[src/rtl/hdf_pkg.sv]
// shared types, constants and codes for the hashed document-frequency block
`default_nettype none
package hdf_pkg;

	localparam int HASH_DIM_W      = 13;
	localparam int SCOPE_W         = 2;
	localparam int BUCKETS_DEFAULT = 4096;
	localparam int BUCKET_W_MAX    = 20;
	localparam int QUEUE_DEPTH     = 4;
	localparam int LOG_FRAC        = 40;
	localparam int LOG_W           = 46;

	localparam logic [31:0] COUNT_LIMIT = 32'hFFFF_FFFE;
	localparam logic [63:0] LN2_Q64     = 64'hB172_17F7_D1CF_79AC;

	localparam logic [1:0] OP_TOKEN   = 2'd0;
	localparam logic [1:0] OP_END_DOC = 2'd1;
	localparam logic [1:0] OP_QUERY   = 2'd2;

	localparam logic [1:0] SCOPE_CHAR = 2'd1;
	localparam logic [1:0] SCOPE_WORD = 2'd2;

	localparam logic REG_HASH_DIM = 1'b0;
	localparam logic REG_SCOPE    = 1'b1;

	typedef struct packed {
		logic [1:0]  operation;
		logic [63:0] token_hash;
		logic        char_ngram;
		logic [11:0] query_bucket;
	} hdf_in_t;

	typedef struct packed {
		logic [15:0] weight;
		logic [31:0] doc_frequency;
		logic        out_of_range;
	} hdf_out_t;

	typedef struct packed {
		logic [1:0]              op;
		logic                    oor;
		logic [BUCKET_W_MAX-1:0] bucket;
	} hdf_cmd_t;

	typedef struct packed {
		logic clearing;
	} hdf_status_t;

	typedef enum logic [3:0] {
		ST_CLEAR,
		ST_IDLE,
		ST_RD,
		ST_DEC,
		ST_NORM,
		ST_SQ_MUL,
		ST_SQ_ACC,
		ST_SQ_END,
		ST_LN_MUL,
		ST_LN_ACC,
		ST_FIN,
		ST_RES
	} hdf_back_state_t;

endpackage
`default_nettype wire

[src/rtl/hdf_queue.sv]
// small command queue between the front and back parts
`default_nettype none
module hdf_queue #(
	parameter int DEPTH = hdf_pkg::QUEUE_DEPTH
) (
	input  wire logic            clk,
	input  wire logic            arst_n,
	input  wire logic            wr,
	input  hdf_pkg::hdf_cmd_t    wdata,
	output logic                 full,
	input  wire logic            rd,
	output hdf_pkg::hdf_cmd_t    rdata,
	output logic                 valid
);
	import hdf_pkg::*;

	localparam int PW = (DEPTH > 1) ? $clog2(DEPTH) : 1;

	hdf_cmd_t       slot_q [DEPTH];
	logic [PW-1:0]  wptr_q, rptr_q;
	logic [PW:0]    count_q;
	logic           do_wr, do_rd;

	assign full  = (count_q == (PW+1)'(DEPTH));
	assign valid = (count_q != '0);
	assign rdata = slot_q[rptr_q];
	assign do_wr = wr && !full;
	assign do_rd = rd && valid;

	always_ff @(posedge clk) begin
		if (do_wr) begin
			slot_q[wptr_q] <= wdata;
		end
	end

	always_ff @(posedge clk or negedge arst_n) begin
		if (!arst_n) begin
			wptr_q  <= '0;
			rptr_q  <= '0;
			count_q <= '0;
		end else begin
			if (do_wr) begin
				wptr_q <= (wptr_q == PW'(DEPTH-1)) ? '0 : wptr_q + 1'b1;
			end
			if (do_rd) begin
				rptr_q <= (rptr_q == PW'(DEPTH-1)) ? '0 : rptr_q + 1'b1;
			end
			count_q <= count_q + (PW+1)'(do_wr) - (PW+1)'(do_rd);
		end
	end

endmodule
`default_nettype wire

[config.mk]
export PLATFORM = sky130hd
export DESIGN_NAME = hdf_queue
export DESIGN_NICKNAME = d
export VERILOG_FILES = /design/src/rtl/hdf_pkg.sv /design/src/rtl/hdf_queue.sv
export SDC_FILE = /design/constraint.sdc
export NUM_CORES = 1
export LEC_CHECK = 0
export BUFFER_PORTS_ARGS = -buffer_cell sky130_fd_sc_hd__buf_2
export CAP_MARGIN = 5
export CORE_MARGIN = 3
export CORE_UTILIZATION = 47
export DETAILED_ROUTE_END_ITERATION = 10
export PLACE_DENSITY = 0.77
export SKIP_LAST_GASP = 1
export SLEW_MARGIN = 15
export SYNTH_ARGS = -nofsm -noshare
export SYNTH_HDL_FRONTEND = slang
export SYNTH_SLANG_ARGS = --single-unit
[constraint.sdc]
create_clock -name clk -period 4.2 [get_ports clk]
set_input_delay 0.84 -clock clk [delete_from_list [all_inputs] [get_ports clk]]
set_output_delay 0.84 -clock clk [all_outputs]
set_load 0.05 [all_outputs]
Yosys cells after proc, flatten, opt, wreduce, memory -nomap -nowiden. Memory sizes are Yosys's and may differ from the RTL's. Cells that the tools add are included.

Reductions and logical operators: 4. Eq/ne operators: 3. Muxes and demuxes: 4. Add/sub/neg operators: 4.

Operator list (number): 2-bit by 1-bit adder with 2-bit output, second input constant (2); 2-bit equality test, second input constant (2); 2-bit two-way mux (2); 3-bit by 1-bit adder with 3-bit output (1); 3-bit equality test, second input constant (1); 3-bit nonzero test (1); 3-bit by 1-bit subtractor with 3-bit output (1); 1-bit logical AND (2); 1-bit two-way mux (2); 1-bit logical NOT (1).

Output and inout bits: 25. Bits in registers: 7. Memories kept: 1. Input bits: 27. RAM bits: 92.

Memories: slot_q (words 4, bits a word 23, read ports 1, clocked after Yosys merged registers in 0, wr ports 1, RTL line hdf_queue.sv:19) `hdf_cmd_t slot_q [DEPTH];`.

Depth between registers and ports, before layout.
Word-level depth: 5. Mapped depth: 9. Depth with buffers taken out: 9.

Worst setup path before layout. OpenSTA, ideal clock, no wires.

Path kind: flip-flop to flip-flop. From: register count_q[1]. To: register count_q[2]. Slack: 1.722 ns. Data required time: 4.067 ns. Arrival: 2.345 ns. Clock period less this slack: 2.478 ns. Cell stages (with the launch flop): 10. Path through: dfrtp_1 nor3b_4 nand2b_1 ha_1 inv_1 ha_1 inv_1 fa_1 xnor2_1 xnor2_1.

Word-level cells in the longest chain between the ends: 5. Elaborated cells on any way between the ends: 7.

RTL lines: start: declaration (RTL line hdf_queue.sv:21) `logic [PW:0] count_q;`; start signal: assignment (RTL line hdf_queue.sv:48) `count_q <= count_q + (PW+1)'(do_wr) - (PW+1)'(do_rd);`; 3-bit equality test (RTL line hdf_queue.sv:24) `assign full = (count_q == (PW+1)'(DEPTH));`; named net full (RTL line hdf_queue.sv:10) `output logic full,`; 1-bit logical NOT (RTL line hdf_queue.sv:27) `assign do_wr = wr && !full;`; 1-bit logical AND (RTL line hdf_queue.sv:27); 3-bit by 1-bit adder with 3-bit output (RTL line hdf_queue.sv:48); 3-bit by 1-bit subtractor with 3-bit output (RTL line hdf_queue.sv:48).

The timed path passes the listed nets, and every way through them passes these cells. A chain may end at the register's enable or synchronous reset.

==> out/metrics.cfg <==
[cts]
postCtsSetupBuffers=0
cts.sinks=99
tritoncts=yes
worst_skew_pair.late_latency_ps=360
clk_pin_slew_ps=90
ctsHoldBuffers=0
cts_root_buf=clkbuf_8
ctsHtreeMaxLevel=3
cts_buffers=9
cts_resized=0
cts.path.max_buffers=2

[detailed_routing]
first_pass_iters=4
top_layer_used=met5
routedWlPerCell_um=19.3
drt_iter0_drc=74
num_vias=1790
wl_met3_um=340
routed-wl-met2_mm=3.30
drc=0
drt-met1-wl_mm=2.66
postRouteAntennaNets=0
vias_per_cell=5.41
routed_wl_mm=6.37

[critical_path]
cp_max_fo=16
cp_cell_sequence=buf_4, mux4_2, buf_2
worstReg2RegStart=count_q[1]
max_stage_delay_ps=860
worstPathRequired_ps=3360
end_kind=output port
crit_path_start=rptr_q[0]
cp.arrival_ps=2370
cp_slowest_cell=dfrtp_1
worstSetupStartpointType=flip-flop
setup.worst_path.class=reg -> out
crit_family=flip-flops
cp.buffers_inverters=2

[grt]
overflow=0
grt_max_degree=26
grt_pass1_vias=1906
globalRouteTotalUtil_pct=14.5
antenna_found_initial=1
grt_pass1_wl_mm=10.4

[timing]
finalMaxSlewViolations=0
fin_skew_ps=8.96
setup_tns_ps=0
finalCritPeriodShare_pct=76.5
worst-slew-pin-transition_ps=1070
whs_ps=309
slew-limit-headroom_pct=28.6
timing.fmax_mhz=311
setup_viol=0
rsz0062_at_grt=no
post-route-min-period_ps=3210
finalHoldViolCount=0
fin_ws_ps=986

[floorplanning]
die_x_um=96.7
io_pins=52
core_um2=7850
die_y_um=96.7
start_util_pct=49.3
rows=32
die-area_um2=9350

[run_status]
status=complete, no violations

[layout]
drive_above_1_share_pct=41.0
n_fill_cell=628
area_growth_pct=13.7
final_nets=259
diodes=0

[placement]
dpl_worst_slack_ps=1280
port-buffer-count=51
routabilityCongestion=0.686
dpl.hpwl_mm=4.04

[synthesis]
syn-instance-count=163
ys_seq_area_share_pct=76.0
synth.distinct_cells=22
synth_fp_nets=198
synth_area_um2=3860
ys_seq_elements=99
synth_area_per_cell_um2=23.7
yosysWarnings=0

[power]
power_density_nw_per_um2=761
leakagePower_nw=1.56
vdd_drop_max_mv=0.388

[min_path]
worst_hold_path_type=in -> async

[flow_run]
drv_cap=0

==> stage by stage <==
| step | utilization [%] | total power (W) | std cells | instance area, µm² |
|---|---|---|---|---|
| floorplan | - | 0.00258 | 163 | 3860 |
| global placement | 53.8 | 0.00283 | 315 | 4220 |
| detailed placement | 53.8 | 0.00286 | 315 | 4220 |
| CTS | 56.0 | 0.00340 | 331 | 4400 |
| global route | 56.0 | 0.00352 | 331 | 4400 |
| finish | 56.0 | 0.00335 | 331 | 4400 |
==> placed cells by master, fill, tap and decap left out, drive strengths merged <==
cell / synthesis / routed
edfxtp: 92 / 92
buf: 6 / 56
mux4: 23 / 23
clkbuf: 0 / 10
inv: 6 / 8
ha: 7 / 7
dfrtp: 7 / 7
and3b: 4 / 4
nand2b: 3 / 3
clkinvlp: 0 / 3
xnor2: 2 / 2
nand4bb: 2 / 2
o211ai: 2 / 2
mux2: 2 / 2
o31ai: 1 / 1
nor3b: 1 / 1
or3: 1 / 1
or3b: 1 / 1
nor2: 1 / 1
nand2: 1 / 1
fa: 1 / 1
clkinv: 0 / 1
==> kinds of logic (layout without fill, tap and decap cells) <==
kind of cell | Yosys count | after routing | synth area share, %
flip-flops | 99 | 99 | 76.0
multiplexers | 25 | 25 | 14.5
AND/OR/NAND/NOR | 14 | 14 | 3.04
buffers and inverters | 12 | 78 | 2.30
adder cells (fa/ha/maj) | 8 | 8 | 2.78
AO/OA/AOI/OAI | 3 | 3 | 0.939
XOR/XNOR | 2 | 2 | 0.453
==> metal layers <==
layer	up-vias	global-route usage (%)
li1	798	-
met5	-	0
met3	8	4.61
met1	931	18.3
met4	2	4.54
met2	51	24.0
==> cell type report <==
type                       instances  area [µm²]  share of cell area, %
tap                              102         128                   2.90
clock buffer                      10         128                   2.90
timing repair buffer              56         293                   6.66
clock inverter                     6        48.8                   1.11
sequential                        99        2940                   66.8
multi-input combinational         52         838                   19.1
inverter                           6        22.5                  0.512
==> worst reg2reg max path, cell delays in order, from the launching register on <==
cell and delay, ps:
dfrtp_1 520, nor3b_4 380, nand2b_1 160, ha_1 220, inv_1 50, ha_1 120, inv_1 50, fa_1 370
xnor2_1 140, xnor2_1 130
==> state kept, by name (all words and copies together) (netlist names) <==
signal and count:
rptr_q 2, wptr_q 2, count_q 3, slot_q 92
==> worst paths after layout <==
kind	to	slack (ps)	cells after the start
worst max-delay path	rdata[4]	990	3
worst min-delay path	wptr_q[1]	310	1
max in group asynchronous	rptr_q[0]	3720	1
worst max register to register	count_q[2]	1940	9
min in group clk	wptr_q[1]	620	2
worst min register to register	wptr_q[1]	620	2
==> cell usage after synthesis <==
cell type  number  area share [%]
and3b_1         4            0.91
buf_12          2             1.0
buf_2           3            0.39
buf_6           1            0.29
dfrtp_1         7             4.5
edfxtp_1       92              71
fa_1            1            0.52
ha_1            7             2.3
inv_1           6            0.58
mux2_2          2            0.58
mux4_1          5             3.4
mux4_2         18              10
nand2_1         1           0.097
nand2b_1        3            0.49
nand4bb_1       2            0.58
nor2_1          1           0.097
nor3b_4         1            0.49
o211ai_1        2            0.39
o31ai_4         1            0.55
or3_1           1            0.16
or3b_2          1            0.23
xnor2_1         2            0.45
==> where the power goes <==
| part | switching (W) | total (W) | internal [W] |
|---|---|---|---|
| logic | 0.000872 | 0.00133 | 0.000454 |
| registers | 0.000174 | 0.00148 | 0.00130 |
| clock network | 0.000322 | 0.000542 | 0.000221 |
Power figures use the tool's default switching activity.
