**src/rtl/hdf_pkg.sv**
```systemverilog
// shared types, constants and codes for the hashed document-frequency block
`default_nettype none
package hdf_pkg;

	localparam int HASH_DIM_W      = 13;
	localparam int SCOPE_W         = 2;
	localparam int BUCKETS_DEFAULT = 4096;
	localparam int BUCKET_W_MAX    = 20;
	localparam int QUEUE_DEPTH     = 4;
	localparam int LOG_FRAC        = 40;
	localparam int LOG_W           = 46;

	localparam logic [31:0] COUNT_LIMIT = 32'hFFFF_FFFE;
	localparam logic [63:0] LN2_Q64     = 64'hB172_17F7_D1CF_79AC;

	localparam logic [1:0] OP_TOKEN   = 2'd0;
	localparam logic [1:0] OP_END_DOC = 2'd1;
	localparam logic [1:0] OP_QUERY   = 2'd2;

	localparam logic [1:0] SCOPE_CHAR = 2'd1;
	localparam logic [1:0] SCOPE_WORD = 2'd2;

	localparam logic REG_HASH_DIM = 1'b0;
	localparam logic REG_SCOPE    = 1'b1;

	typedef struct packed {
		logic [1:0]  operation;
		logic [63:0] token_hash;
		logic        char_ngram;
		logic [11:0] query_bucket;
	} hdf_in_t;

	typedef struct packed {
		logic [15:0] weight;
		logic [31:0] doc_frequency;
		logic        out_of_range;
	} hdf_out_t;

	typedef struct packed {
		logic [1:0]              op;
		logic                    oor;
		logic [BUCKET_W_MAX-1:0] bucket;
	} hdf_cmd_t;

	typedef struct packed {
		logic clearing;
	} hdf_status_t;

	typedef enum logic [3:0] {
		ST_CLEAR,
		ST_IDLE,
		ST_RD,
		ST_DEC,
		ST_NORM,
		ST_SQ_MUL,
		ST_SQ_ACC,
		ST_SQ_END,
		ST_LN_MUL,
		ST_LN_ACC,
		ST_FIN,
		ST_RES
	} hdf_back_state_t;

endpackage
`default_nettype wire

```
**src/rtl/hdf_front.sv**
```systemverilog
// front part: accepts items, filters tokens, reduces the hash to a bucket
`default_nettype none
module hdf_front #(
	parameter int BUCKETS = hdf_pkg::BUCKETS_DEFAULT,
	parameter int DW      = $clog2(BUCKETS + 1)
) (
	input  wire logic           clk,
	input  wire logic           arst_n,
	input  hdf_pkg::hdf_in_t    item,
	input  wire logic           push,
	input  wire logic           stall,
	output logic                full,
	input  wire logic [DW-1:0]  dim,
	input  wire logic [1:0]     scope,
	output hdf_pkg::hdf_cmd_t   cmd,
	output logic                cmd_valid,
	input  wire logic           cmd_full
);
	import hdf_pkg::*;

	localparam int AW = (BUCKETS > 1) ? $clog2(BUCKETS) : 1;
	localparam int EW = ((DW > 12) ? DW : 12) + 1;

	hdf_in_t        pend_q;
	logic           pend_valid_q, busy_q;
	logic [2:0]     cnt_q;
	logic [63:0]    h_q;
	logic [DW-1:0]  r_q, r_next;
	logic           take, keep;
	logic [EW-1:0]  q_ext, dim_ext;

	assign full = pend_valid_q || stall;
	assign take = push && !full;

	always_comb begin
		unique case (item.operation)
			OP_TOKEN:   keep = (scope == SCOPE_CHAR) ? item.char_ngram :
			                   (scope == SCOPE_WORD) ? !item.char_ngram : 1'b1;
			OP_END_DOC: keep = 1'b1;
			OP_QUERY:   keep = 1'b1;
			default:    keep = 1'b0;
		endcase
	end

	// eight restoring remainder steps per cycle
	always_comb begin
		logic [DW:0] r_t;
		r_t = {1'b0, r_q};
		for (int i = 0; i < 8; i++) begin
			r_t = {r_t[DW-1:0], h_q[63-i]};
			if (r_t >= {1'b0, dim}) begin
				r_t = r_t - {1'b0, dim};
			end
		end
		r_next = r_t[DW-1:0];
	end

	assign q_ext   = EW'(pend_q.query_bucket);
	assign dim_ext = EW'(dim);

	always_comb begin
		cmd        = '0;
		cmd.op     = pend_q.operation;
		cmd.oor    = (pend_q.operation == OP_QUERY) && (q_ext >= dim_ext);
		if (pend_q.operation == OP_QUERY) begin
			cmd.bucket[AW-1:0] = q_ext[AW-1:0];
		end else begin
			cmd.bucket[AW-1:0] = r_q[AW-1:0];
		end
		cmd_valid = pend_valid_q && !busy_q;
	end

	always_ff @(posedge clk) begin
		if (take) begin
			pend_q <= item;
			h_q    <= item.token_hash;
			r_q    <= '0;
		end else if (busy_q) begin
			h_q <= {h_q[55:0], 8'b0};
			r_q <= r_next;
		end
	end

	always_ff @(posedge clk or negedge arst_n) begin
		if (!arst_n) begin
			pend_valid_q <= 1'b0;
			busy_q       <= 1'b0;
			cnt_q        <= '0;
		end else if (take) begin
			pend_valid_q <= keep;
			busy_q       <= keep && (item.operation == OP_TOKEN);
			cnt_q        <= '0;
		end else if (busy_q) begin
			cnt_q <= cnt_q + 1'b1;
			if (cnt_q == 3'd7) begin
				busy_q <= 1'b0;
			end
		end else if (cmd_valid && !cmd_full) begin
			pend_valid_q <= 1'b0;
		end
	end

endmodule
`default_nettype wire

```
**config.mk**
```make
export PLATFORM = sky130hd
export DESIGN_NAME = hdf_front
export DESIGN_NICKNAME = d
export VERILOG_FILES = /design/src/rtl/hdf_pkg.sv /design/src/rtl/hdf_front.sv
export SDC_FILE = /design/constraint.sdc
export NUM_CORES = 1
export LEC_CHECK = 0
export ABC_AREA = 1
export BUFFER_PORTS_ARGS = -buffer_cell sky130_fd_sc_hd__clkbuf_2
export CAP_MARGIN = 20
export CORE_MARGIN = 2
export CORE_UTILIZATION = 47
export CTS_CLUSTER_DIAMETER = 120
export DETAILED_ROUTE_END_ITERATION = 7
export PLACE_DENSITY = 0.66
export SYNTH_ARGS = -nofsm -noshare
export SYNTH_HDL_FRONTEND = slang
export SYNTH_SLANG_ARGS = --single-unit
```
**constraint.sdc**
```tcl
create_clock -name clk -period 18.45 [get_ports clk]
set_clock_uncertainty 0.1 [all_clocks]
set_input_delay 3.69 -clock clk [delete_from_list [all_inputs] [get_ports clk]]
set_output_delay 3.69 -clock clk [all_outputs]
set_load 0.01 [all_outputs]
```
* Yosys cells after proc, flatten, opt, wreduce, memory -nomap -nowiden
Cells that the tools add are included.
** Storage, ports and cells
- Output and inout port bits :: 25
- Word-level logic and storage cells :: 69
- Input bits :: 99
- Bits in registers :: 96
** Operators by class
- Order comparisons :: 9
- Multiplexer cells :: 22
- Equal/unequal tests :: 7
- Reduce and logical (&&, ||, !) cells :: 15
- $add $sub $neg :: 9
** Operators with widths (count)
- 64-bit two-way mux :: 2
- 14-bit by 13-bit >= comparator with 1-bit output :: 8
- 13-bit two-way mux :: 8
- 13-bit subtractor :: 8
- 12-bit by 13-bit >= comparator with 1-bit output :: 1
- 12-bit two-way mux :: 1
- 1-bit two-way mux :: 8
- 2-bit equality test, second input constant :: 3
- 3-bit two-way mux :: 2
- 1-bit logical AND :: 5
- 2-bit by 1-bit equality test with 1-bit output, second input constant :: 2
- 1-bit zero test :: 4
- 2-bit nonzero test :: 2
- 3-bit by 1-bit adder with 3-bit output, second input constant :: 1
- 3-bit equality test, second input constant :: 1
- 2-bit zero test :: 1
- 2-bit by 1-bit != test with 1-bit output, second input constant :: 1
- 1-bit case mux with 2 select lines :: 1
- 2-bit AND reduction :: 1
- 2-bit OR reduction :: 1
- 1-bit logical OR :: 1

* Logic depth before layout (Yosys ltp)
- Depth after elaboration :: 16
- Gate-level depth with buffers :: 115
- Gate-level depth less buffers :: 109

* Least setup slack after synthesis
Ideal clock, no wire load.
- Path kind :: input to register
- From :: input port dim[11]
- To :: register r_q[11]
- Stages :: 108
- Path slack :: 0.181 ns
- Library setup time :: 0.113 ns
- Data arrival time :: 18.055 ns
- Required time :: 18.237 ns
- Buffers on the path :: 8
- Path through :: inv_1 -> ha_1 -> nand2_1 -> inv_2 -> nand2_1 -> inv_1 -> a21oi_4 -> nand3_4 -> buf_1 -> o21ai_0 -> inv_1 -> ha_1 -> nand2_1 -> nor2_1 -> and2_1 -> nand2_1 -> nand4_1 -> nand2_1 -> [72 not listed] -> nand2_1 -> inv_1 -> ha_1 -> a21oi_1 -> and2_1 -> inv_1 -> a21oi_1 -> o21bai_1 -> a21o_1 -> a21oi_1 -> o21ai_0 -> a21oi_1 -> nor2_1 -> nor2_1 -> xor2_1 -> nand2_1 -> nand3_1 -> nand2_1
** Between the ends
- Cells in the longest elaborated chain, start to end :: 16
- Elaborated cells between the ends (all ways) :: 24
- Classes of those cells :: 8 x add/sub; 8 x order compare; 8 x mux
** Ends and longest elaborated chain
- start: declaration :: RTL line hdf_front.sv:13 : input wire logic [DW-1:0] dim,
- 13-bit subtractor / 14-bit by 13-bit >= comparator with 1-bit output (equally long branches) :: RTL line hdf_front.sv:52, hdf_front.sv:51
- 13-bit two-way mux :: RTL line hdf_front.sv:51 : if (r_t >= {1'b0, dim}) begin
- 13-bit subtractor / 14-bit by 13-bit >= comparator with 1-bit output (equally long branches) :: RTL line hdf_front.sv:52, hdf_front.sv:51
- 13-bit two-way mux :: RTL line hdf_front.sv:51
- 14-bit by 13-bit >= comparator with 1-bit output / 13-bit subtractor (equally long branches) :: RTL line hdf_front.sv:51, hdf_front.sv:52
- 13-bit two-way mux :: RTL line hdf_front.sv:51
- 13-bit subtractor / 14-bit by 13-bit >= comparator with 1-bit output (equally long branches) :: RTL line hdf_front.sv:52, hdf_front.sv:51
- 13-bit two-way mux :: RTL line hdf_front.sv:51
- 13-bit subtractor / 14-bit by 13-bit >= comparator with 1-bit output (equally long branches) :: RTL line hdf_front.sv:52, hdf_front.sv:51
- 13-bit two-way mux :: RTL line hdf_front.sv:51
- 13-bit subtractor / 14-bit by 13-bit >= comparator with 1-bit output (equally long branches) :: RTL line hdf_front.sv:52, hdf_front.sv:51
- 13-bit two-way mux :: RTL line hdf_front.sv:51
- 13-bit subtractor / 14-bit by 13-bit >= comparator with 1-bit output (equally long branches) :: RTL line hdf_front.sv:52, hdf_front.sv:51
- 13-bit two-way mux :: RTL line hdf_front.sv:51
- 13-bit subtractor / 14-bit by 13-bit >= comparator with 1-bit output (equally long branches) :: RTL line hdf_front.sv:52, hdf_front.sv:51
- 13-bit two-way mux * :: RTL line hdf_front.sv:51
- end signal: assignment :: RTL line hdf_front.sv:80 : r_q <= r_next;
- end: declaration :: RTL line hdf_front.sv:28 : logic [DW-1:0] r_q, r_next;
Mark *: on every way between the ends. The rest lies on a longest branch, timed or not.
A chain may end at the register's enable or synchronous reset.

* Final worst setup path
- From :: input port dim[0]
- To :: register r_q[5]
** Between the ends
- Cells in the longest elaborated chain, start to end :: 16
- Elaborated cells between the ends (all ways) :: 24
- Classes of those cells :: 8 x add/sub; 8 x order compare; 8 x mux
** Ends and longest elaborated chain (RTL line)
- 13-bit subtractor / 14-bit by 13-bit >= comparator with 1-bit output (equally long branches) :: hdf_front.sv:52, hdf_front.sv:51
- 13-bit two-way mux :: hdf_front.sv:51
- 13-bit subtractor / 14-bit by 13-bit >= comparator with 1-bit output (equally long branches) :: hdf_front.sv:52, hdf_front.sv:51
- 13-bit two-way mux :: hdf_front.sv:51
- 13-bit subtractor / 14-bit by 13-bit >= comparator with 1-bit output (equally long branches) :: hdf_front.sv:52, hdf_front.sv:51
- 13-bit two-way mux :: hdf_front.sv:51
- 13-bit subtractor / 14-bit by 13-bit >= comparator with 1-bit output (equally long branches) :: hdf_front.sv:52, hdf_front.sv:51
- 13-bit two-way mux :: hdf_front.sv:51
- 13-bit subtractor / 14-bit by 13-bit >= comparator with 1-bit output (equally long branches) :: hdf_front.sv:52, hdf_front.sv:51
- 13-bit two-way mux :: hdf_front.sv:51
- 13-bit subtractor / 14-bit by 13-bit >= comparator with 1-bit output (equally long branches) :: hdf_front.sv:52, hdf_front.sv:51
- 13-bit two-way mux :: hdf_front.sv:51
- 14-bit by 13-bit >= comparator with 1-bit output / 13-bit subtractor (equally long branches) :: hdf_front.sv:51, hdf_front.sv:52
- 13-bit two-way mux :: hdf_front.sv:51
- 13-bit subtractor / 14-bit by 13-bit >= comparator with 1-bit output (equally long branches) :: hdf_front.sv:52, hdf_front.sv:51
- 13-bit two-way mux * :: hdf_front.sv:51
Marked as above.

==> summary.md <==
| Metric | Value |
|---|---|
| Clock Pin Slew Worst Setup and Hold Paths | `0.07 ns` |
| MaxCap Viol Count | `0` |
| Max-slew violations | `0` |
| Mapped cell area | `10750 µm²` |
| Sequential element share of the synthesized area | `25.38%` |
| Number of diodes | `0` |
| Data required time of the worst path | `18.59 ns` |
| Initial Utilization | `47.62%` |
| Max Clock Freq | `57.09 MHz` |
| Synth Area in XOR/XNOR | `6.519%` |
| Core ar. | `22570 µm²` |
| Fraction of registers with async set/reset | `5.208%` |
| CP Class | `primary input to register` |
| Synth Flop Type | `edfxtp_1` |
| Synthesized netlist cell count | `1560` |
| Htree depth | `3` |
| Cell taking the most area after synthesis | `edfxtp_1` |
| Adder-Cell Fraction of Synth Area | `15.46%` |
| Vias in the first global route | `10225` |
| TritonCTS buffer count | `9` |
| Crit end category | `register` |
| ANT nets after route | `0` |
| Die area | `24090 µm²` |
| First-pass GRT wire length | `50590 µm` |
| Total grt overflow | `0` |
| Slowest CP cell | `fa_2` |
| Post-synthesis mux area share | `0%` |
| Total negative slack | `0 ns` |
| Worst hold path type | `register to register` |
| Yosys reg bits | `96` |
| Die W | `155.2 µm` |
| Crit path launch type | `primary input` |
| Synthesized area per cell | `6.890 µm²` |
| P&R area growth vs syn | `19.93%` |
| Compound-gate portion of the synthesized area | `11.04%` |
| Largest stage delay, worst path | `0.35 ns` |
| Top post-synthesis cells by count | `561 x nand2_1, 190 x inv_1, 120 x ha_1` |
| Worst slew pin tran | `0.9766 ns` |
| Drt initial violations | `845` |
| Largest cells by area after synthesis | `edfxtp_1 22%, nand2_1 20%, ha_1 14%` |
| Largest family of logic cells by synthesized area | `simple AND/OR/NAND/NOR gates` |
| DP Wirelength | `24930 µm` |
| CTS Root Cell | `clkbuf_16` |
| Clk_lat worst skew | `0.35 ns` |
| GP Congestion | `0.9502` |
| Netlist cell types | `53` |
| Drt first pass iters | `7` |
| Ports | `124` |
| Drt total wl | `32230 µm` |
| Fin. Hold Viols | `0` |
| Fin nets | `1973` |
| Outcome | `finished, final reports clean` |
| Layout cells sized above 1 | `19.70%` |
| Antenna violations before repair | `0` |
| Standard-cell row count | `55` |
| Simple-Gate Fraction of Synth Area | `32.06%` |
| Die Ht | `155.2 µm` |
| DRC viols | `0` |
| Max-slew headroom | `34.65%` |
| Share of the synthesized area in the top cell type | `21.79%` |
| Overall global routing resource usage | `26.38%` |
| DR vias/cell | `5.320` |
| IO buf count | `115` |
| Final min period | `17.52 ns` |
| Via Count | `10831` |
| Period Utilization, post-route | `94.94%` |
| CP arrival | `17.66 ns` |
| CP most frequent cell | `nand2_1` |
| EDFF count, synth | `78` |
| Clock Sinks | `96` |
| Crit Path Max Fanout | `18` |
| Clock Path Buffers | `2` |
| Synth warn | `0` |
| Most common cell in the synthesized netlist | `nand2_1` |
| Largest net degree at the start of global routing | `74` |
| TritonCTS clock tree | `done` |
| Final setup fails | `0` |
| # hold bufs at CTS | `0` |
| Drt wl/cell | `15.83 µm` |
## cells in the final DEF, fill, tap and decap left out, types with 13 or more instances in the layout
cell type and instances:
xnor2_1 27, ha_1 99, nand4_1 27, nor2_1 56, a21oi_2 15, o21ai_0 35, xor2_1 53, edfxtp_1 78
nor2_2 15, inv_2 13, clkbuf_2 114, a21oi_1 73, nand3_1 97, buf_4 93, inv_1 189, dfxtp_1 13
o21ai_1 15, nand2_1 558
## critical path: cells and delay by family
kind | cells | cell delay (ns)
fa+ha+maj | 9 | 2.69
compound gates | 29 | 4.52
buf+inv | 21 | 2.10
simple gates | 44 | 4.63
## kinds of logic after synthesis
family,after synthesis
fa+ha+maj,128
flops,96
simple gates,804
xor+xnor,80
compound gates,202
buf+inv,249
other cells,1
## metal layers
| metal | part of all wire, % | vias up | track usage (%) |
|---|---|---|---|
| met1 | 43 | 4918 | 34.78 |
| met4 | 2.8 | 0 | 8.912 |
| met3 | 7.3 | 58 | 3.315 |
| li1 | - | 5461 | - |
| met2 | 47 | 394 | 44.93 |
| met5 | 0 | - | 0 |
## flip-flops by register name, summed over array words and instances, names as in the netlist
name,count
pend_valid_q,1
cnt_q,3
pend_q,12
cmd,2
r_q,13
busy_q,1
h_q,64
## repair_timing
item                                    CTS  global route
buffers inserted                          0            12
pin swaps                                 0            14
gates resized for setup                   2            92
endpoints found under the setup margin   12            13
## cell type report
class,instances,area (µm²)
fillers,2174,9682
multi-input cells,1222,7392
flip-flops and latches,96,2728
repair buffers,213,1359
inverters,204,768.2
well taps,285,356.6
clock buffers,9,225.2
clock inverters,7,61.31
## metrics by stage
step / cells / util (%) / setup slack, ns / instance area (µm²) / hold slack (ns)
final: 2036 / 57.11 / 0.9332 / 12890 / 0.3860
after CTS: 2024 / 55.00 / 0.09499 / 12410 / 0.3774
after global routing: 2036 / 57.11 / -0.1223 / 12890 / 0.4112
after floorplan: 1567 / - / 0.1815 / 10770 / 0.3453
after global placement: 2008 / 53.72 / -0.1189 / 12130 / 0.3632
after detailed placement: 2008 / 53.72 / -0.3740 / 12130 / 0.3625
## path summary, 6_finish.rpt
check / from / endpoint / slack (ns) / depth (start not counted)
worst max-delay path: dim[0] / r_q[5] / 0.93 / 103
worst min-delay path: r_q[4] / r_q[4] / 0.39 / 2
worst max register to register: r_q[8] / r_q[5] / 3.92 / 102
worst min register to register: r_q[4] / r_q[4] / 0.39 / 2
max in group asynchronous: arst_n / busy_q / 15.07 / 1
min in group asynchronous: arst_n / cnt_q[0] / 3.04 / 1
Power is left out: the tool's default activity adds up to more than one toggle a clock period on the data nets, which glitch-free logic cannot reach.
